[src/rtl/zigzag_count_matrix_power_top_defines.svh]
// assertion helpers used by the datapath
`ifndef ZIGZAG_COUNT_MATRIX_POWER_TOP_DEFINES_SVH
`define ZIGZAG_COUNT_MATRIX_POWER_TOP_DEFINES_SVH

// same-cycle implication, clocked on clk, off during reset
`define ZCMP_ASSERT_IMP(lbl, ante, cons, msg) \
    lbl: assert property (@(posedge clk) disable iff (!rst_n) (ante) |-> (cons)) \
        else $error(msg);

// next-cycle implication, clocked on clk, off during reset
`define ZCMP_ASSERT_NXT(lbl, ante, cons, msg) \
    lbl: assert property (@(posedge clk) disable iff (!rst_n) (ante) |=> (cons)) \
        else $error(msg);

`endif

[src/rtl/zcmp_pkg.sv]
package zcmp_pkg;

    localparam logic [31:0] PRIME   = 32'd1000000007;
    // floor(2^61 / prime), barrett reciprocal
    localparam logic [31:0] BARRETT_MU = 32'd2305842993;

    // cycles from last mac issue until the scratch write has landed
    localparam logic [3:0] MAC_DRAIN = 4'd8;
    // cycles from last sum read until the total is settled
    localparam logic [3:0] SUM_DRAIN = 4'd2;

    typedef struct packed {
        logic mac_valid;
        logic mac_first;
        logic mac_last;
        logic mac_rp;
        logic copy_valid;
        logic copy_to_p;
        logic init_valid;
        logic init_r_one;
        logic init_p_one;
        logic sum_valid;
        logic sum_first;
        logic total_clear;
        logic out_load;
    } zcmp_cmd_t;

    typedef struct packed {
        logic out_full;
    } zcmp_status_t;

endpackage

[src/rtl/zcmp_ctrl.sv]
module zcmp_ctrl
    import zcmp_pkg::*;
#(
    parameter int MAX_VALUES = 64
)
(
    input  logic                          clk,
    input  logic                          rst_n,
    input  logic                          req_valid,
    output logic                          req_stall,
    input  logic [30:0]                   array_length,
    input  logic [6:0]                    value_count,
    input  zcmp_status_t                  status,
    output zcmp_cmd_t                     cmd,
    output logic [$clog2(MAX_VALUES)-1:0] row_idx,
    output logic [$clog2(MAX_VALUES)-1:0] col_idx,
    output logic [$clog2(MAX_VALUES)-1:0] inner_idx
);

    localparam int IW = $clog2(MAX_VALUES);
    localparam logic [IW-1:0] ONE_I = IW'(1);
    localparam logic [7:0] MAX_V = 8'(MAX_VALUES);

    localparam logic [3:0] S_IDLE   = 4'd0;
    localparam logic [3:0] S_INIT   = 4'd1;
    localparam logic [3:0] S_CHECK  = 4'd2;
    localparam logic [3:0] S_MUL    = 4'd3;
    localparam logic [3:0] S_DRAIN  = 4'd4;
    localparam logic [3:0] S_COPY   = 4'd5;
    localparam logic [3:0] S_SUM    = 4'd6;
    localparam logic [3:0] S_SDRAIN = 4'd7;
    localparam logic [3:0] S_FIN    = 4'd8;

    logic [3:0]    state_reg, state_next;
    logic [30:0]   exp_reg, exp_next;
    logic [IW-1:0] m_last_reg, m_last_next;
    logic          mode_rp_reg, mode_rp_next;
    logic [IW-1:0] i_reg, i_next;
    logic [IW-1:0] j_reg, j_next;
    logic [IW-1:0] k_reg, k_next;
    logic [3:0]    cnt_reg, cnt_next;

    logic [7:0]    vc_ext;
    logic [7:0]    vc_sat;
    logic          i_wrap, j_wrap, k_wrap;
    logic [30:0]   exp_half;

    assign vc_ext   = {1'b0, value_count};
    assign vc_sat   = (vc_ext > MAX_V) ? MAX_V : vc_ext;
    assign i_wrap   = (i_reg == m_last_reg);
    assign j_wrap   = (j_reg == m_last_reg);
    assign k_wrap   = (k_reg == m_last_reg);
    assign exp_half = {1'b0, exp_reg[30:1]};

    assign req_stall = (state_reg != S_IDLE);
    assign row_idx   = i_reg;
    assign col_idx   = j_reg;
    assign inner_idx = k_reg;

    always_comb
    begin
        state_next   = state_reg;
        exp_next     = exp_reg;
        m_last_next  = m_last_reg;
        mode_rp_next = mode_rp_reg;
        i_next       = i_reg;
        j_next       = j_reg;
        k_next       = k_reg;
        cnt_next     = cnt_reg;
        cmd          = '0;

        unique case (state_reg)
            S_IDLE:
            begin
                if (req_valid)
                begin
                    exp_next    = (array_length == 31'd0) ? 31'd0 : array_length - 31'd1;
                    m_last_next = IW'(vc_sat - 8'd1);
                    i_next      = '0;
                    j_next      = '0;
                    k_next      = '0;
                    if (vc_sat == 8'd0)
                    begin
                        cmd.total_clear = 1'b1;
                        state_next      = S_FIN;
                    end
                    else
                    begin
                        state_next = S_INIT;
                    end
                end
            end
            S_INIT:
            begin
                cmd.init_valid = 1'b1;
                cmd.init_r_one = (i_reg == j_reg);
                cmd.init_p_one = (({1'b0, i_reg} + {1'b0, j_reg}) > {1'b0, m_last_reg});
                j_next = j_wrap ? '0 : j_reg + ONE_I;
                if (j_wrap)
                begin
                    i_next = i_wrap ? '0 : i_reg + ONE_I;
                    if (i_wrap)
                    begin
                        state_next = S_CHECK;
                    end
                end
            end
            S_CHECK:
            begin
                if (exp_reg == 31'd0)
                begin
                    state_next = S_SUM;
                end
                else if (exp_reg[0])
                begin
                    mode_rp_next = 1'b1;
                    state_next   = S_MUL;
                end
                else
                begin
                    exp_next = exp_half;
                    if (exp_half != 31'd0)
                    begin
                        mode_rp_next = 1'b0;
                        state_next   = S_MUL;
                    end
                    else
                    begin
                        state_next = S_SUM;
                    end
                end
            end
            S_MUL:
            begin
                cmd.mac_valid = 1'b1;
                cmd.mac_first = (k_reg == '0);
                cmd.mac_last  = k_wrap;
                cmd.mac_rp    = mode_rp_reg;
                k_next = k_wrap ? '0 : k_reg + ONE_I;
                if (k_wrap)
                begin
                    j_next = j_wrap ? '0 : j_reg + ONE_I;
                    if (j_wrap)
                    begin
                        i_next = i_wrap ? '0 : i_reg + ONE_I;
                        if (i_wrap)
                        begin
                            cnt_next   = MAC_DRAIN;
                            state_next = S_DRAIN;
                        end
                    end
                end
            end
            S_DRAIN:
            begin
                if (cnt_reg == 4'd1)
                begin
                    state_next = S_COPY;
                end
                else
                begin
                    cnt_next = cnt_reg - 4'd1;
                end
            end
            S_COPY:
            begin
                cmd.copy_valid = 1'b1;
                cmd.copy_to_p  = !mode_rp_reg;
                j_next = j_wrap ? '0 : j_reg + ONE_I;
                if (j_wrap)
                begin
                    i_next = i_wrap ? '0 : i_reg + ONE_I;
                    if (i_wrap)
                    begin
                        if (mode_rp_reg)
                        begin
                            exp_next = {exp_reg[30:1], 1'b0};
                        end
                        state_next = S_CHECK;
                    end
                end
            end
            S_SUM:
            begin
                cmd.sum_valid = 1'b1;
                cmd.sum_first = (i_reg == '0) && (j_reg == '0);
                j_next = j_wrap ? '0 : j_reg + ONE_I;
                if (j_wrap)
                begin
                    i_next = i_wrap ? '0 : i_reg + ONE_I;
                    if (i_wrap)
                    begin
                        cnt_next   = SUM_DRAIN;
                        state_next = S_SDRAIN;
                    end
                end
            end
            S_SDRAIN:
            begin
                if (cnt_reg == 4'd1)
                begin
                    state_next = S_FIN;
                end
                else
                begin
                    cnt_next = cnt_reg - 4'd1;
                end
            end
            S_FIN:
            begin
                if (!status.out_full)
                begin
                    cmd.out_load = 1'b1;
                    state_next   = S_IDLE;
                end
            end
            default:
            begin
                state_next = S_IDLE;
            end
        endcase
    end

    always_ff @(posedge clk or negedge rst_n)
    begin
        if (!rst_n)
        begin
            state_reg   <= S_IDLE;
            exp_reg     <= '0;
            m_last_reg  <= '0;
            mode_rp_reg <= 1'b0;
            i_reg       <= '0;
            j_reg       <= '0;
            k_reg       <= '0;
            cnt_reg     <= '0;
        end
        else
        begin
            state_reg   <= state_next;
            exp_reg     <= exp_next;
            m_last_reg  <= m_last_next;
            mode_rp_reg <= mode_rp_next;
            i_reg       <= i_next;
            j_reg       <= j_next;
            k_reg       <= k_next;
            cnt_reg     <= cnt_next;
        end
    end

endmodule

[config.mk]
export PLATFORM = sky130hd
export DESIGN_NAME = zcmp_ctrl
export DESIGN_NICKNAME = d
export VERILOG_FILES = /design/src/rtl/zigzag_count_matrix_power_top_defines.svh /design/src/rtl/zcmp_pkg.sv /design/src/rtl/zcmp_ctrl.sv
export SDC_FILE = /design/constraint.sdc
export NUM_CORES = 1
export LEC_CHECK = 0
export ABC_CLOCK_PERIOD_IN_PS = 3250
export BUFFER_PORTS_ARGS = -buffer_cell sky130_fd_sc_hd__buf_2
export CAP_MARGIN = 20
export CORE_ASPECT_RATIO = 1.25
export CORE_UTILIZATION = 53
export CTS_CLUSTER_DIAMETER = 150
export CTS_CLUSTER_SIZE = 25
export DETAILED_ROUTE_END_ITERATION = 6
export PLACE_DENSITY = 0.87
export SLEW_MARGIN = 20
export SYNTH_ARGS = -nofsm -noshare
export SYNTH_HDL_FRONTEND = slang
export SYNTH_SLANG_ARGS = --single-unit
[constraint.sdc]
create_clock -name clk -period 3.25 [get_ports clk]
set_clock_uncertainty 0.2 [all_clocks]
set_input_delay 0.1625 -clock clk [delete_from_list [all_inputs] [get_ports clk]]
set_output_delay 0.1625 -clock clk [all_outputs]
set_load 0.1 [all_outputs]
; ---- Yosys cells after proc, flatten, opt, wreduce, memory -nomap -nowiden
; Index checks and enable logic that the tools add are counted.
[totals]
regBits = 64
input_bits = 42
output_inout_bits = 32
[classes]
n_addsub = 7
magnitude_cmp = 2
n_eq_ne = 30
n_mux = 51
bitwise_logic = 2
reduce_logical = 28
[op_table]
columns = cell, n
row1 = $mux W31, 4
row2 = $pmux W31 S3, 1
row3 = $mux W4, 17
row4 = $logic_not A31 Y1, 2
row5 = $mux W6, 7
row6 = $pmux W6 S3, 2
row7 = $pmux W4 S8, 1
row8 = $reduce_bool A31 Y1, 1
row9 = $sub A31 B1 Y31 const B, 1
row10 = $ne A2 B2 Y1 const B, 15
row11 = $eq A6 B6 Y1, 4
row12 = $add A6 B1 Y6 const B, 3
row13 = $logic_not A6 Y1, 3
row14 = $eq A4 B3 Y1 const B, 4
row15 = $mux W3, 4
row16 = $pmux W4 S3, 1
row17 = $pmux W6 S2, 1
row18 = $reduce_and A11 Y1, 1
row19 = $mux W1, 10
row20 = $reduce_bool A3 Y1, 3
row21 = $eq A4 B1 Y1 const B, 2
row22 = $eq A4 B2 Y1 const B, 2
row23 = $logic_not A8 Y1, 1
row24 = $add A6 B6 Y7, 1
row25 = 21 further kinds, 29

; ---- Longest topological paths before layout
; Gate-level depths: netlist of run 1.
[logic_depth]
word_depth = 6
mapped_depth = 12

; ---- Worst setup path before layout of run 1
; No wires, ideal clock.
[synth_timing]
kind = register -> output
startpoint = register j_reg[2], in the netlist col_idx[2]
endpoint = output port cmd[5] in the netlist's numbering
arrival_time_ns = 4.755
setup_slack_ns = -1.867
stages_incl_launch_ff = 4
n_path_buf = 0
cell_sequence = dfrtp_1 > ha_1 > or4_1 > nor4_1
[synth_lines]
columns = element, line
row1 = from (decl), zcmp_ctrl.sv:39  ; logic [IW-1:0] j_reg, j_next;
row2 = from (signal assigned), zcmp_ctrl.sv:244  ; j_reg <= j_next;
row3 = to (decl), zcmp_ctrl.sv:14  ; output zcmp_cmd_t cmd,

==> flow_summary.yaml, run 1 <==
sta:
  max_freq_ghz: 0.303
  final.min_clock_period_ps: 3300
  maxSlewViolCount: 0
  rsz0062_at_grt: "true"
  timing.final.ws_setup_ps: -47.1
  slew_headroom_pct: 56.4
  hold_viol: 0
  setup-violations-final: 1
  tightest_slew_ps: 651
  fin_crit_sh_pct: 101
die:
  die-width_um: 86.7
  die-area_sq_um: 9340
  start_util_pct: 54.6
  io_pins: 74
  die_h_um: 108
  core_sq_um: 8700
  row_count: 38
pwr:
  vdd_drop_max_v: 0.000400
  p_per_area_nw_per_um2: 920
  p_leak_nw: 2.51
yosys:
  yosys_warnings: 0
  yosysTopAreaCellShare_pct: 33.7
  async_flop_share_pct: 100
  synth_flop_cell: "dfrtp_1"
  synth.avg_cell_area_sq_um: 8.48
  synth_top_area_cell: "dfrtp_1"
  synth-seq-cells: 64
  synth.distinct_cells: 60
  ys_seq_area_share_pct: 33.7
  synthesis.area_sq_um: 4750
  syn-num-nets: 627
  syn_inst: 560
  synth_edf_count: 0
  synth_area_leaders: "dfrtp_1 (34%), ha_1 (6.3%), xor2_1 (5.2%)"
route:
  vias: 4538
  first_iter_violations: 298
  vias_per_cell: 5.91
  ant_nets: 0
  first_pass_iters: 5
  routed_wl_um: 12300
  drcViolationCount: 0
  wire_per_inst_um: 16.0
run:
  drv_cap: 0
finish:
  diodes: 0
  final_cell_area_sq_um: 5670
  drive_above_1_share_pct: 23.9
  final_util_pct: 65.2
  nets: 710
  syn_to_final_growth_pct: 19.5
  instances_no_fill: 768
  largest_register_ffs: 31
placed_design:
  finalWeightedCongestion: 0.979
  dp.cells: 740
  place_area_sq_um: 5330
  place_ws_ps: 122
  port_buffers: 73
  dpl.hpwl_um: 9240
global_route:
  grt_first_pass_wirelength_um: 20300
  grt_max_degree: 48
  grt.total_usage_pct: 28.0
  antenna_found_initial: 0
  overflow: 0
  grt_pass1_vias: 4432
clocking:
  insertion_delay_ps: 350
  cts_inserted_buffers: 9
  htree_levels: 3
  clk_pin_slew_worst_paths_ps: 70
  cts_root_buf: "clkbuf_8"
  cts_sinks: 64
  cts_tree: "built"
  clockBufferDepth: 2
min_path:
  hold_path_class: "primary input to flip-flop"
critical_path:
  path_max_fanout: 7
  path_class: "flip-flop to output pin"
  arrival_ps: 2930
  cp-end-kind: "output pin"
  setup.worst_path.start_class: "flip-flop"
  required_ps: 2890
status:
  failed_checks: "negative setup slack"
  outcome: "finished, violations left"
layer usage:
metal / GRT usage, % / vias to the layer above / part of all wire [%]
li1: - / 2186 / -
met1: 30.6 / 2123 / 38
met2: 51.1 / 188 / 53
met3: 5.21 / 41 / 4.9
met4: 13.9 / 0 / 4.0
met5: 0 / - / 0
power breakdown:
part           leakage [nW]  internal (mW)  total, mW  switching (mW)
registers             0.796           1.13       1.57           0.439
clock network        0.0993          0.374      0.683           0.309
logic                  1.62           1.03       2.96            1.94
total                  2.51           2.53       5.22            2.68
cell usage after synthesis (3+ instances only):
| cell | n |
|---|---|
| dfrtp_1 | 64 |
| nand2_1 | 52 |
| nor2_1 | 48 |
| nor3_1 | 43 |
| inv_1 | 30 |
| o21ai_0 | 30 |
| xor2_1 | 28 |
| xnor2_1 | 27 |
| a21oi_1 | 26 |
| ha_1 | 24 |
| nor4_1 | 18 |
| a221o_1 | 16 |
| clkbuf_1 | 15 |
| nand3_1 | 13 |
| nand4_1 | 9 |
| o21ai_1 | 9 |
| or3_1 | 7 |
| nand2b_1 | 6 |
| o31ai_1 | 6 |
| a21o_1 | 5 |
| a2bb2oi_1 | 5 |
| mux2i_1 | 5 |
| nor2b_1 | 5 |
| nor4_2 | 5 |
| a22oi_1 | 4 |
| a31oi_1 | 4 |
| buf_2 | 4 |
| mux2_2 | 4 |
| and2_1 | 3 |
| and3_1 | 3 |
| nand3b_1 | 3 |
| or2_1 | 3 |
worst paths after layout:
check	startpoint	to	slack (ps)	cells after the start
max	row_idx[1]	cmd[4]	-50	12
min	value_count[0]	m_last_reg[0]	20	3
max reg2reg	row_idx[1]	cnt_reg[2]	290	8
min reg2reg	exp_reg[7]	exp_reg[7]	320	2
max in group asynchronous	rst_n	exp_reg[5]	2000	3
min in group asynchronous	rst_n	m_last_reg[2]	170	2
layout make-up:
| class | instances | area [sq um] |
|---|---|---|
| multi-input cells | 441 | 3010 |
| fillers | 711 | 3030 |
| well taps | 120 | 150 |
| clock buffers | 11 | 141 |
| inverters | 30 | 113 |
| repair buffers | 97 | 578 |
| flip-flops and latches | 64 | 1620 |
| clock inverters | 5 | 56.3 |
critical path, stage by stage, from the launching register on:
cell	delay [ps]
dfrtp_4	540
ha_4	270
a21o_1	170
a21oi_2	220
o21bai_1	100
a21oi_1	170
xnor2_1	90
ha_1	340
nand3_2	100
o21ai_1	150
o21ai_2	90
a31oi_4	160
buf_12	190
kinds of logic after synthesis:
group	after synthesis	share of synthesized area, %
compound gates	118	16.3
xor+xnor	55	10.1
fa+ha+maj	25	6.75
buf+inv	55	4.93
flops	64	33.7
mux	9	2.00
simple gates	234	26.1
layout by cell type (no fill, tap or decap), types with 5 or more instances in the layout:
| cell type | count |
|---|---|
| buf_2 | 71 |
| dfrtp_1 | 55 |
| nand2_1 | 52 |
| nor2_1 | 44 |
| nor3_1 | 41 |
| inv_1 | 30 |
| xor2_1 | 28 |
| o21ai_0 | 28 |
| xnor2_1 | 27 |
| a21oi_1 | 23 |
| ha_1 | 22 |
| buf_4 | 19 |
| nor4_1 | 16 |
| a221o_1 | 16 |
| nand3_1 | 11 |
| o21ai_1 | 10 |
| clkbuf_8 | 10 |
| nand4_1 | 9 |
| nor4_2 | 7 |
| or3_1 | 7 |
| nand2b_1 | 6 |
| o31ai_1 | 6 |
| dlygate4sd3_1 | 6 |
| a21o_1 | 5 |
| nor2_2 | 5 |
| nor2b_1 | 5 |
| mux2i_1 | 5 |
| a2bb2oi_1 | 5 |
| dfrtp_2 | 5 |
repair_timing:
item | CTS | global route
buffers inserted | 2 | 4
pin swaps | 3 | 8
hold endpoints to repair | 52 | 0
endpoints found under the setup margin | 1 | 1
hold buffers | 6 | 0
gates cloned | 0 | 0
gates resized for setup | 5 | 5
metrics by stage:
stage / TNS [ps] / hold WS (ps) / power, mW
after detailed placement: 0 / 209 / 4.44
after floorplan: -621 / -333 / 3.77
final: -47.1 / 19.5 / 5.22
after global placement: 0 / 189 / 4.31
after CTS: -90.9 / 6.69 / 5.17
after global routing: -177 / 14.4 / 5.61
No activity file was read; power rests on OpenSTA's default activity.
==> run 2, diff against run 1 <==
--- a/config.mk
+++ b/config.mk
@@ -5,7 +5,7 @@
 export SDC_FILE = /design/constraint.sdc
 export NUM_CORES = 1
 export LEC_CHECK = 0
-export ABC_CLOCK_PERIOD_IN_PS = 3250
+export ABC_CLOCK_PERIOD_IN_PS = 3180
 export BUFFER_PORTS_ARGS = -buffer_cell sky130_fd_sc_hd__buf_2
 export CAP_MARGIN = 20
 export CORE_ASPECT_RATIO = 1.25
==> constraint.sdc (replaced) <==
create_clock -name clk -period 3.18 [get_ports clk]
set_clock_uncertainty 0.2 [all_clocks]
set_input_delay 0.159 -clock clk [delete_from_list [all_inputs] [get_ports clk]]
set_output_delay 0.159 -clock clk [all_outputs]
set_load 0.1 [all_outputs]
==> flow_summary.yaml, run 2 (synthesis gave the netlist of run 1 again) <==
status:
  outcome: "finished, violations left"
  failed_checks: "negative setup slack"
global_route:
  antenna_found_initial: 0
  grt_first_pass_wirelength_um: 20400
  overflow: 0
  grt_pass1_vias: 4477
  grt_max_degree: 58
  grt.total_usage_pct: 28.3
finish:
  final_common_cell: "buf_2"
  largest_register_ffs: 31
  layout_common_cells: "buf_2 (71), dfrtp_1 (54), nand2_1 (52)"
  nets: 705
  diodes: 0
  syn_to_final_growth_pct: 19.1
  drive_above_1_share_pct: 23.6
sta:
  fin_crit_sh_pct: 105
  max_freq_ghz: 0.300
  final.min_clock_period_ps: 3330
  timing.final.ws_setup_ps: -150
  setup-violations-final: 1
  tightest_slew_ps: 660
  maxSlewViolCount: 0
  hold_viol: 0
  slew_headroom_pct: 55.6
  rsz0062_at_grt: "true"
  tns_ps: -150
  holdWs_ps: 11.4
route:
  met1_length_um: 4760
  first_pass_iters: 4
  ant_nets: 0
  wire_per_inst_um: 16.0
  drcViolationCount: 0
  dr_wl_met2_um: 6320
  dr_wl_met3_um: 616
  routed.top_layer: "met4"
  vias: 4482
  vias_per_cell: 5.87
  first_iter_violations: 247
  routed_wl_um: 12200
placed_design:
  port_buffers: 73
  finalWeightedCongestion: 0.929
  dpl.hpwl_um: 9150
min_path:
  min-delay-start: "value_count[5]"
  hold_path_class: "primary input to flip-flop"
critical_path:
  cp-startpoint: "col_idx[1]"
  required_ps: 2820
  arrival_ps: 2970
  path_class: "flip-flop to output pin"
  path_max_fanout: 9
  setup.worst_path.start_class: "flip-flop"
  timing.rr.start: "row_idx[0]"
  cp-end-kind: "output pin"
clocking:
  cts_inserted_buffers: 9
  clk_pin_slew_worst_paths_ps: 80
  htree_levels: 3
  cts_sinks: 64
  clockBufferDepth: 2
  cts_root_buf: "clkbuf_8"
  cts_tree: "built"
  insertion_delay_ps: 340
die:
  die_h_um: 108
  core_sq_um: 8700
  start_util_pct: 54.6
  io_pins: 74
  row_count: 38
  die-width_um: 86.7
  die-area_sq_um: 9340
pwr:
  p_per_area_nw_per_um2: 941
  vdd_drop_max_v: 0.000437
  p_leak_nw: 2.50
  p_total_mw: 5.32
run:
  drv_cap: 0
==> run 2: final cells by class <==
cell class / instances / area (sq um)
well taps: 120 / 150
fillers: 701 / 3050
inverters: 30 / 113
flip-flops and latches: 64 / 1620
clock buffers: 9 / 124
clock inverters: 7 / 71.3
multi-input cells: 441 / 3020
repair buffers: 92 / 553
==> run 2: power breakdown <==
part / switching [mW] / internal (mW)
Clock: 0.328 / 0.363
Combinational: 1.97 / 1.04
Sequential: 0.461 / 1.16
Total: 2.76 / 2.56
==> run 2: stage by stage <==
stage	setup WS (ps)	cells	util, %	cell area, sq um
floorplan	-688	560	-	4850
global placement	249	738	61.5	5350
detailed placement	119	738	61.5	5350
CTS	-114	763	64.8	5640
global route	-228	763	65.0	5660
finish	-150	763	65.0	5660
==> run 2: critical path, stage by stage (launching register included) <==
cell,delay (ps)
dfrtp_4,560
ha_4,250
a21o_1,170
a21oi_2,180
o21bai_1,90
a21oi_1,180
xnor2_1,90
ha_1,310
nand3_1,140
o21ai_1,190
o21ai_2,100
a31oi_4,160
buf_12,190
==> run 2: worst paths after layout <==
check,cells after the start,slack (ps),to
worst max register to register,8,380,state_reg[0]
min in group asynchronous,2,180,m_last_reg[2]
max in group asynchronous,3,1920,exp_reg[6]
worst max-delay path,12,-150,cmd[4]
worst min-delay path,4,10,m_last_reg[5]
worst min register to register,2,320,cnt_reg[1]
==> run 2: timing repair <==
item                                    CTS  global route
hold endpoints to repair                 52             0
pin swaps                                 2             2
hold buffers                              6             0
buffers inserted                          3             0
gates resized for setup                   4             3
endpoints found under the setup margin    1             1
==> run 2: layer usage <==
layer | track usage (%) | up-vias
met3 | 3.83 | 44
met4 | 16.1 | 0
met5 | 0 | -
met1 | 30.9 | 2097
li1 | - | 2169
met2 | 51.6 | 172
==> run 3, diff against run 2 <==
--- a/config.mk
+++ b/config.mk
@@ -18,3 +18,4 @@
 export SYNTH_ARGS = -nofsm -noshare
 export SYNTH_HDL_FRONTEND = slang
 export SYNTH_SLANG_ARGS = --single-unit
+export TNS_END_PERCENT = 20
==> flow_summary.yaml, run 3 (synthesis gave the netlist of run 1 again) <==
placed_design:
  dpl.hpwl_um: 9180
  finalWeightedCongestion: 0.899
  port_buffers: 73
  place_area_sq_um: 5310
route:
  drcViolationCount: 0
  vias: 4619
  wire_per_inst_um: 16.0
  routed_wl_um: 12400
  ant_nets: 0
  first_iter_violations: 346
  vias_per_cell: 5.98
  first_pass_iters: 5
pwr:
  intPower_mw: 2.56
  sw_frac_of_total_pct: 51.8
  p_sw_mw: 2.75
  clockPowerShare_pct: 13.1
  pwr-share-comb_pct: 57.3
  vdd_drop_max_v: 0.000409
  p_per_area_nw_per_um2: 938
  p_leak_nw: 2.55
  p_total_mw: 5.31
  sequentialPowerShare_pct: 29.6
clocking:
  cts_root_buf: "clkbuf_8"
  clk_pin_slew_worst_paths_ps: 70
  cts_inserted_buffers: 9
  cts_sinks: 64
  clockBufferDepth: 2
  cts_tree: "built"
  htree_levels: 3
  insertion_delay_ps: 350
global_route:
  grt.total_usage_pct: 28.2
  grt_first_pass_wirelength_um: 20500
  antenna_found_initial: 0
  overflow: 0
  grt_pass1_vias: 4413
  grt_max_degree: 65
critical_path:
  path_cells: "ha_4, a21o_1, a21oi_2, o21bai_1, a21oi_2, xnor2_1, ha_1, nand3_1, o21ai_1, o21ai_1, a31oi_4, buf_12"
  required_ps: 2820
  arrival_ps: 2850
  path_max_fanout: 5
  critPathMaxStageDelay_ps: 470
  setup.worst_path.start_class: "flip-flop"
  critPathTopFamily: "compound AO/OA/AOI/OAI gates"
  cp-end-kind: "output pin"
  crit_slowest_cell: "dfrtp_2"
  rrSetupSlack_ps: 380
  path_class: "flip-flop to output pin"
  worst-path-buf-inv: 1
min_path:
  hold_path_class: "primary input to flip-flop"
die:
  die-width_um: 86.7
  core_sq_um: 8700
  start_util_pct: 54.6
  die-area_sq_um: 9340
  io_pins: 74
  row_count: 38
  die_h_um: 108
sta:
  tightest_slew_ps: 812
  hold_viol: 0
  final.min_clock_period_ps: 3210
  maxSlewViolCount: 0
  slew_headroom_pct: 45.9
  fin_crit_sh_pct: 101
  setup-violations-final: 1
  holdWs_ps: 24.8
  tns_ps: -26.6
  rsz0062_at_grt: "true"
  timing.final.ws_setup_ps: -26.6
  max_freq_ghz: 0.312
finish:
  fillCellCount: 692
  final_cell_area_sq_um: 5660
  largest_register_ffs: 31
  final_common_cell: "buf_2"
  diodes: 0
  layout_common_cells: "buf_2 (72), dfrtp_1 (63), nand2_1 (52)"
  nets: 715
  drive_above_1_share_pct: 22.5
  syn_to_final_growth_pct: 19.3
run:
  drv_cap: 0
status:
  outcome: "finished, violations left"
  failed_checks: "negative setup slack"
[run 3: cell count changes in the layout (fill, tap and decap cells not counted), moves of 2 or more]
cell and delta:
buf_4 +9, clkinvlp_4 +2, dfrtp_1 +9, dfrtp_2 -5, dfrtp_4 -4, nor2_1 +3, nor2_2 -3, nor3_1 +2
[run 3: timing repair]
| item | CTS | global route |
|---|---|---|
| setup endpoints to repair | 1 | 1 |
| pin swaps | 9 | 7 |
| endpoints found under the hold margin | 71 | 0 |
| resized for setup | 7 | 5 |
| hold buffers | 7 | 0 |
| setup buffers | 4 | 2 |
[run 3: final timing paths]
path                                       to           start  cells after the start
worst max-delay path                   cmd[4]      row_idx[1]                     12
worst max register to register   state_reg[0]      row_idx[1]                      8
max in group asynchronous          row_idx[1]           rst_n                      3
min in group asynchronous       m_last_reg[2]           rst_n                      3
worst min register to register    exp_reg[16]     exp_reg[16]                      2
worst min-delay path            m_last_reg[0]  value_count[0]                      3
[run 3: stage by stage]
stage                     utilization, %  setup slack, ps  cells
after detailed placement            61.0              124    744
after CTS                           64.6            -96.4    771
final                               65.1            -26.6    773
after global placement              61.0              210    744
after global routing                65.1             -143    773
after floorplan                        -             -859    560
[run 3: power groups by stage]
stage / registers [mW] / clock network [mW] / logic, mW
floorplan: 1.74 / 0 / 2.08
global placement: 1.55 / 0 / 2.85
detailed placement: 1.57 / 0 / 2.97
CTS: 1.55 / 0.706 / 3.01
global route: 1.60 / 0.739 / 3.33
finish: 1.57 / 0.697 / 3.05
[run 3: metal layers]
layer,GRT usage (%),wire length (um),up-vias
met5,0,0,-
met4,13.5,393,0
met3,5.83,832,31
met2,49.9,6420,208
met1,32.0,4720,2183
li1,-,-,2197
[run 3: worst register-to-register path, stage by stage (launching register included)]
cell	delay, ps
dfrtp_2	470
buf_4	160
xor2_1	150
nor4_1	420
nand4_1	280
o21a_1	260
a31oi_1	280
nand2_1	170
mux2_2	300
[run 3: final cells by class]
cell class,instances,area (sq um),share of cell area [%]
Multi-Input combinational cell,441,2990,52.7
Sequential cell,64,1600,28.3
Timing Repair Buffer,102,616,10.9
Tap cell,120,150,2.65
Clock buffer,9,124,2.19
Inverter,30,113,1.99
Clock inverter,7,72.6,1.28
